### config.mk
export PLATFORM = sky130hd
export DESIGN_NAME = bfpa_ctrl
export DESIGN_NICKNAME = d
export VERILOG_FILES = /design/src/rtl/bfpa_pkg.sv /design/src/rtl/bfpa_ctrl.sv
export SDC_FILE = /design/constraint.sdc
export NUM_CORES = 1
export LEC_CHECK = 0
export BUFFER_PORTS_ARGS = -buffer_cell sky130_fd_sc_hd__buf_2
export CORE_AREA = 4 4 42 51
export DETAILED_ROUTE_END_ITERATION = 16
export DIE_AREA = 0 0 46 55
export GPL_TIMING_DRIVEN = 0
export PLACE_DENSITY = 0.81
export SYNTH_ARGS = -nofsm -noshare
export SYNTH_HDL_FRONTEND = slang
export SYNTH_SLANG_ARGS = --single-unit
### constraint.sdc
create_clock -name clk_i -period 1.8 [get_ports clk_i]
set_clock_uncertainty 0.15 [all_clocks]
set_input_delay 0.09 -clock clk_i [delete_from_list [all_inputs] [get_ports clk_i]]
set_output_delay 0.09 -clock clk_i [all_outputs]
set_load 0.005 [all_outputs]
### src/rtl/bfpa_pkg.sv
package bfpa_pkg;

  localparam int unsigned POOL_BYTES   = 4096;
  localparam int unsigned HEADER_BYTES = 16;
  localparam int unsigned MAX_SEGMENTS = 256;

  localparam int unsigned MODE_W = 2;
  localparam int unsigned ADDR_W = 12;
  localparam int unsigned SIZE_W = 13;
  localparam int unsigned STAT_W = 3;

  typedef enum logic [MODE_W-1:0] {
    MODE_ALLOC = 2'd0,
    MODE_FREE  = 2'd1,
    MODE_INIT  = 2'd2,
    MODE_NOP   = 2'd3
  } mode_e;

  typedef enum logic [STAT_W-1:0] {
    STS_OK        = 3'd0,
    STS_ZERO      = 3'd1,
    STS_NO_FIT    = 3'd2,
    STS_NOT_FOUND = 3'd3,
    STS_DBL_FREE  = 3'd4,
    STS_FULL      = 3'd5
  } status_e;

  typedef struct packed {
    logic [MODE_W-1:0] mode;
    logic [SIZE_W-1:0] req_size;
    logic [ADDR_W-1:0] addr;
  } in_t;

  typedef struct packed {
    logic [STAT_W-1:0] status;
    logic [ADDR_W-1:0] out_addr;
  } out_t;

  typedef struct packed {
    logic [ADDR_W-1:0] start;
    logic [SIZE_W-1:0] size;
    logic              used;
  } seg_t;

  typedef enum logic [2:0] {
    ACT_NONE,
    ACT_WHOLE,
    ACT_SPLIT,
    ACT_FREE,
    ACT_INIT
  } act_e;

  typedef enum logic [2:0] {
    WS_NONE,
    WS_MOVE,
    WS_WHOLE,
    WS_HI,
    WS_LO,
    WS_MERGE,
    WS_INIT
  } wsel_e;

  typedef enum logic [3:0] {
    ST_BOOT,
    ST_IDLE,
    ST_SCAN,
    ST_DECIDE,
    ST_WHOLE,
    ST_SHIFT,
    ST_SPLIT_HI,
    ST_SPLIT_LO,
    ST_MERGE_FIX,
    ST_MERGE_MOVE,
    ST_INIT,
    ST_DONE
  } state_e;

  typedef struct packed {
    logic  load;
    logic  eval;
    logic  latch_res;
    wsel_e wsel;
    logic  start_split;
    logic  start_merge;
    logic  cnt_init;
    logic  cnt_inc;
    logic  cnt_merge;
  } cmd_t;

  typedef struct packed {
    mode_e mode;
    logic  eng_done;
    act_e  act;
  } sts_t;

endpackage

### src/rtl/bfpa_ctrl.sv
module bfpa_ctrl (
  input  logic           clk_i,
  input  logic           rst_ni,
  input  logic           in_valid_i,
  input  logic           out_free_i,
  input  bfpa_pkg::in_t  in_data_i,
  input  bfpa_pkg::sts_t sts_i,
  output logic           in_ready_o,
  output logic           out_load_o,
  output bfpa_pkg::cmd_t cmd_o
);
  import bfpa_pkg::*;

  state_e state_q, state_d;
  logic   scans;

  assign scans = (mode_e'(in_data_i.mode) == MODE_ALLOC) ||
                 (mode_e'(in_data_i.mode) == MODE_FREE);

  always_comb begin
    state_d = state_q;
    unique case (state_q)
      ST_BOOT:       state_d = ST_IDLE;
      ST_IDLE:       if (in_valid_i) state_d = scans ? ST_SCAN : ST_DECIDE;
      ST_SCAN:       if (sts_i.eng_done) state_d = ST_DECIDE;
      ST_DECIDE: begin
        unique case (sts_i.act)
          ACT_WHOLE: state_d = ST_WHOLE;
          ACT_SPLIT: state_d = ST_SHIFT;
          ACT_FREE:  state_d = ST_MERGE_FIX;
          ACT_INIT:  state_d = ST_INIT;
          default:   state_d = ST_DONE;
        endcase
      end
      ST_WHOLE:      state_d = ST_DONE;
      ST_SHIFT:      if (sts_i.eng_done) state_d = ST_SPLIT_HI;
      ST_SPLIT_HI:   state_d = ST_SPLIT_LO;
      ST_SPLIT_LO:   state_d = ST_DONE;
      ST_MERGE_FIX:  state_d = ST_MERGE_MOVE;
      ST_MERGE_MOVE: if (sts_i.eng_done) state_d = ST_DONE;
      ST_INIT:       state_d = ST_DONE;
      ST_DONE:       if (out_free_i) state_d = ST_IDLE;
      default:       state_d = ST_BOOT;
    endcase
  end

  always_comb begin
    cmd_o      = '0;
    cmd_o.wsel = WS_NONE;
    in_ready_o = 1'b0;
    out_load_o = 1'b0;
    unique case (state_q)
      ST_BOOT: begin
        cmd_o.wsel     = WS_INIT;
        cmd_o.cnt_init = 1'b1;
      end
      ST_IDLE: begin
        in_ready_o = 1'b1;
        cmd_o.load = in_valid_i;
      end
      ST_SCAN:   cmd_o.eval = 1'b1;
      ST_DECIDE: begin
        cmd_o.latch_res   = 1'b1;
        cmd_o.start_split = (sts_i.act == ACT_SPLIT);
      end
      ST_WHOLE:    cmd_o.wsel = WS_WHOLE;
      ST_SHIFT:    cmd_o.wsel = WS_MOVE;
      ST_SPLIT_HI: cmd_o.wsel = WS_HI;
      ST_SPLIT_LO: begin
        cmd_o.wsel    = WS_LO;
        cmd_o.cnt_inc = 1'b1;
      end
      ST_MERGE_FIX: begin
        cmd_o.wsel        = WS_MERGE;
        cmd_o.start_merge = 1'b1;
        cmd_o.cnt_merge   = 1'b1;
      end
      ST_MERGE_MOVE: cmd_o.wsel = WS_MOVE;
      ST_INIT: begin
        cmd_o.wsel     = WS_INIT;
        cmd_o.cnt_init = 1'b1;
      end
      ST_DONE: out_load_o = out_free_i;
      default: ;
    endcase
  end

  always_ff @(posedge clk_i or negedge rst_ni) begin
    if (!rst_ni) begin
      state_q <= ST_BOOT;
    end else begin
      state_q <= state_d;
    end
  end

  a_scan_exit: assert property (@(posedge clk_i) disable iff (!rst_ni)
    state_q == ST_SCAN |=> state_q == ST_SCAN || state_q == ST_DECIDE)
    else $error("scan left to an unexpected state");

endmodule

Yosys cells after proc, flatten, opt, wreduce, memory -nomap -nowiden
Index checks and enable logic that the tools add are counted.
{"block": "word_totals", "register_bits": 4, "latch_bits": 0, "mem_bits_rw": 0, "mem_bits_ro": 0, "elab_cells": 47, "mem_count": 0}
{"block": "op_classes", "addsub": 0, "n_mul": 0, "div_mod_pow": 0, "magnitude_cmp": 0, "eq_ne": 21, "shift": 0, "mux": 18, "bitwise_logic": 0, "reduce_logical": 7}
{"operator": "4-bit case mux with 10 select lines", "count": 1}
{"operator": "4-bit two-way mux", "count": 5}
{"operator": "3-bit case mux with 6 select lines", "count": 1}
{"operator": "4-bit by 3-bit == test with 1-bit output (second input constant)", "count": 4}
{"operator": "4-bit == test (second input constant)", "count": 4}
{"operator": "4-bit case mux with 4 select lines", "count": 1}
{"operator": "1-bit two-way mux", "count": 10}
{"operator": "2-bit inequality test (second input constant)", "count": 5}
{"operator": "4-bit by 2-bit == test with 1-bit output (second input constant)", "count": 2}
{"operator": "3-bit by 2-bit == test with 1-bit output (second input constant)", "count": 2}
{"operator": "5-bit AND reduction", "count": 1}
{"operator": "4-bit by 1-bit == test with 1-bit output (second input constant)", "count": 1}
{"operator": "4-bit logical NOT", "count": 1}
{"operator": "2-bit OR reduction", "count": 2}
{"operator": "3-bit by 1-bit == test with 1-bit output (second input constant)", "count": 1}
{"operator": "3-bit == test (second input constant)", "count": 1}
{"operator": "3-bit OR reduction", "count": 1}
{"operator": "2-bit by 1-bit == test with 1-bit output (second input constant)", "count": 1}
{"operator": "2-bit logical NOT", "count": 1}
{"operator": "1-bit logical OR", "count": 1}

Depth between registers and ports, before layout
{"block": "depth", "depth_word": 5, "ltp_mapped": 6, "depth_no_buf": 4}

Worst setup path before layout
Ideal clock, no wire load.
{"block": "synth_path", "kind": "register to register", "start": "register state_q[2]", "end": "register state_q[3]", "t_arrival_ns": 1.109, "t_required_ns": 1.525, "setup_slack_ns": 0.416, "stages_incl_launch_ff": 6, "n_path_buf": 1, "period_less_slack_ns": 1.384, "cell_sequence": "dfrtp_1 -> buf_6 -> nor4b_4 -> a21oi_1 -> o211ai_2 -> o21ai_1"}
{"block": "synth_between", "elab_chain_cells": 3, "elab_cells_between_ends": 20}
{"element": "start, declared", "line": "bfpa_ctrl.sv:14", "source": "state_e state_q, state_d;"}
{"element": "start signal, assigned", "line": "bfpa_ctrl.sv:92", "source": "state_q <= state_d;"}
{"element": "4-bit by 3-bit == test with 1-bit output (tied with other cells)", "line": "bfpa_ctrl.sv:22", "source": "unique case (state_q)"}
{"element": "3-bit OR reduction (no source line) or 2-bit inequality test (tied branches)"}
{"element": "4-bit case mux with 10 select lines or 5-bit AND reduction (tied branches)"}
Parallel ways exist; a longest one is shown, timed or not.
A chain may end at the register's enable or synchronous reset.

==> out/metrics.csv <==
stage,metric,value,unit
outcome,status,completed,
yosys,ys_ff_latch,4,
sta,slew_viol_final,0,
yosys,yosys.area.top_type,dfrtp_1,
yosys,netlist_area,577,sq um
floorplanning,coreArea,0.00164,sq mm
routing,remaining_drc_errors,0,
cells_and_area,top_register,state_q,
cells_and_area,largest_register_ffs,4,
clocking,cts.clk_slew.worst_paths,40,ps
floorplanning,die_w,46,um
placed_design,port_buffers,21,
grt,grt_max_degree,11,
placed_design,gp_congestion,0.758,
clocking,cts_buffer_depth,2,
floorplanning,start_util,35.1,%
pwr,swShare,45.5,%
hold_path,worstHoldPathType,input pin to asynchronous set/reset pin,
sta,final.min_clock_period,1740,ps
grt,grt_pass1_wl,2.30,mm
worst_setup_path,cp_data_required_time,1560,ps
grt,antenna_found_initial,0,
yosys,async_flop_share,100,%
clocking,htree_levels,1,
sta,relSlewSlack,82.6,%
yosys,synth.net_count,110,
yosys,avgSynthCellArea,7.90,sq um
sta,setup_viol,0,
routing,drt_iter0_drc,7,
sta,worst_pin_slew,260,ps
floorplanning,ios,50,
routing,vias,626,
sta,timing_hold_violations_final,0,
worst_setup_path,rr_startpoint,state_q[2],
yosys,ys_seq_area_share,17.4,%
cells_and_area,layout_common_cells,"23 x buf_2, 8 x buf_4, 7 x nor2_1",
yosys,yosys.area.top_type_share,17.4,%
placed_design,hpwl,1.05,mm
cells_and_area,reg_top3,state_q: 4 flops,
cells_and_area,n_fill_cell,173,
pwr,combPwrFrac,79.1,%
cells_and_area,final_common_cell,buf_2,
clocking,clock_latency,230,ps
floorplanning,row_count,16,
cells_and_area,utilization,47.7,%
worst_setup_path,start_kind,register,
routing,drt-total-wl,1.40,mm
routing,routedWlPerCell,11.7,um
cells_and_area,final_nets,141,
clocking,tritoncts,yes,
yosys,synth-edff-count,0,
routing,ant_nets,0,
cells_and_area,area.growth.synth_to_final,35.8,%
pwr,p_total,1.35,mW
worst_setup_path,path_max_fanout,6,
routing,vias_per_cell,5.22,
sta,finalCritPeriodShare,96.5,%
pwr,p_per_area,1720,mW/mm^2
pwr,share_seq_of_total_power,12.5,%
worst_setup_path,critPathKind,register to output pin,
floorplanning,dieArea,0.00253,sq mm
yosys,synthFlopType,dfrtp_1,
grt,grt_overflow,0,
pwr,ir_drop,0.684,mV
yosys,syn-instance-count,73,
worst_setup_path,critPathArrivalTime,1500,ps
clocking,cts.sinks,4,
floorplanning,die_h,55,um
sta,timing.fmax,576,MHz
run,max-cap-violations,0,
cells_and_area,diodes,0,
clocking,cts_buffers,3,
grt,grt_pass1_vias,586,
pwr,power.switching,0.613,mW
clocking,cts-root-buf,clkbuf_4,
routing,dr.pass1.iters,4,
grt,grt_usage,12.1,%
pwr,cell_internal_pwr,0.734,mW
pwr,clkPwrFrac,8.3,%
yosys,synthDistinctLibCells,34,
worst_setup_path,crit_start,state_q[2],
worst_setup_path,reg2reg_slack,190,ps
yosys,synth_area_leaders,"dfrtp_1 17%, nand2b_1 6.5%, mux2i_1 5.2%",
worst_setup_path,setup.worst_path.end_class,output pin,
yosys,ys.warnings.count,0,
pwr,p_leak,0.405,nW
cells_and_area,drive_above_1_share,43.1,%
sta,rsz0062_at_grt,true,
Yosys cell counts (3+ instances only):
master	number
nand2_1	3
buf_4	4
o22ai_1	3
mux2i_1	3
o21ai_1	4
dfrtp_1	4
a21oi_1	5
nor2_1	8
nand2b_1	6
worst max-delay path, cell delays in order, from the launching register on:
cell and delay (ps):
dfrtp_1 370, buf_6 130, buf_8 120, nor2_4 100, nand3_2 110, nor4b_2 270
buf_2 150
layer usage:
layer | share of wire, % | wire length, um | track usage, %
met1 | 44 | 611 | 15.5
met5 | 0 | 0 | 0
met3 | 5.4 | 76 | 1.29
met4 | 0.79 | 11 | 5.69
met2 | 50 | 701 | 20.0
what timing repair did:
action / 4_1_cts / 5_1_grt
pin swaps: 0 / 2
endpoints found under the hold margin: 4 / 0
hold buffers: 1 / 0
gates resized for setup: 2 / 2
setup endpoints to repair: 1 / 2
setup buffers: 0 / 4
power by group through the flow:
stage	combinational (mW)	sequential [mW]	clock [mW]
2_1_floorplan	0.745	0.161	0
6_report	1.07	0.169	0.112
5_1_grt	1.19	0.172	0.122
3_3_place_gp	0.968	0.166	0
4_1_cts	1.00	0.168	0.117
3_5_place_dp	0.981	0.169	0
logic make-up (layout without fill, tap and decap cells):
family	after synthesis	after routing	share of synthesized area, %
muxes	3	3	5.21
AOI/OAI and AO/OA	21	21	25.4
and+or+nand+nor	32	32	35.4
DFF	4	4	17.4
buffers and inverters	10	39	12.1
xor gates and xnor gates	3	3	4.56
stage by stage:
stage / cells / cell area, sq um / hold WS [ps] / setup slack, ps / setup TNS (ps)
floorplan: 73 / 577 / -356 / 416 / 0
global placement: 112 / 704 / -256 / 253 / 0
detailed placement: 112 / 704 / -252 / 181 / 0
CTS: 116 / 744 / 37.1 / 1.42 / 0
global route: 120 / 783 / 58.0 / -43.9 / -64.2
finish: 120 / 783 / 44.6 / 62.4 / 0
path summary, 6_finish.rpt:
check | end | depth (start not counted)
max in group asynchronous | state_q[1] | 2
worst min register to register | state_q[2] | 3
min in group clk_i | state_q[3] | 4
worst min-delay path | state_q[3] | 2
worst max-delay path | cmd_o[4] | 6
worst max register to register | state_q[3] | 6
cell type report:
class | instances | area, sq um | area share [%]
multi-input combinational | 59 | 419 | 53.5
clock buffer | 3 | 22.5 | 2.88
inverter | 2 | 7.51 | 0.958
sequential | 4 | 100 | 12.8
tap | 18 | 22.5 | 2.88
buffer | 8 | 66.3 | 8.47
timing repair buffer | 26 | 145 | 18.5
Power figures use the tool's default switching activity.
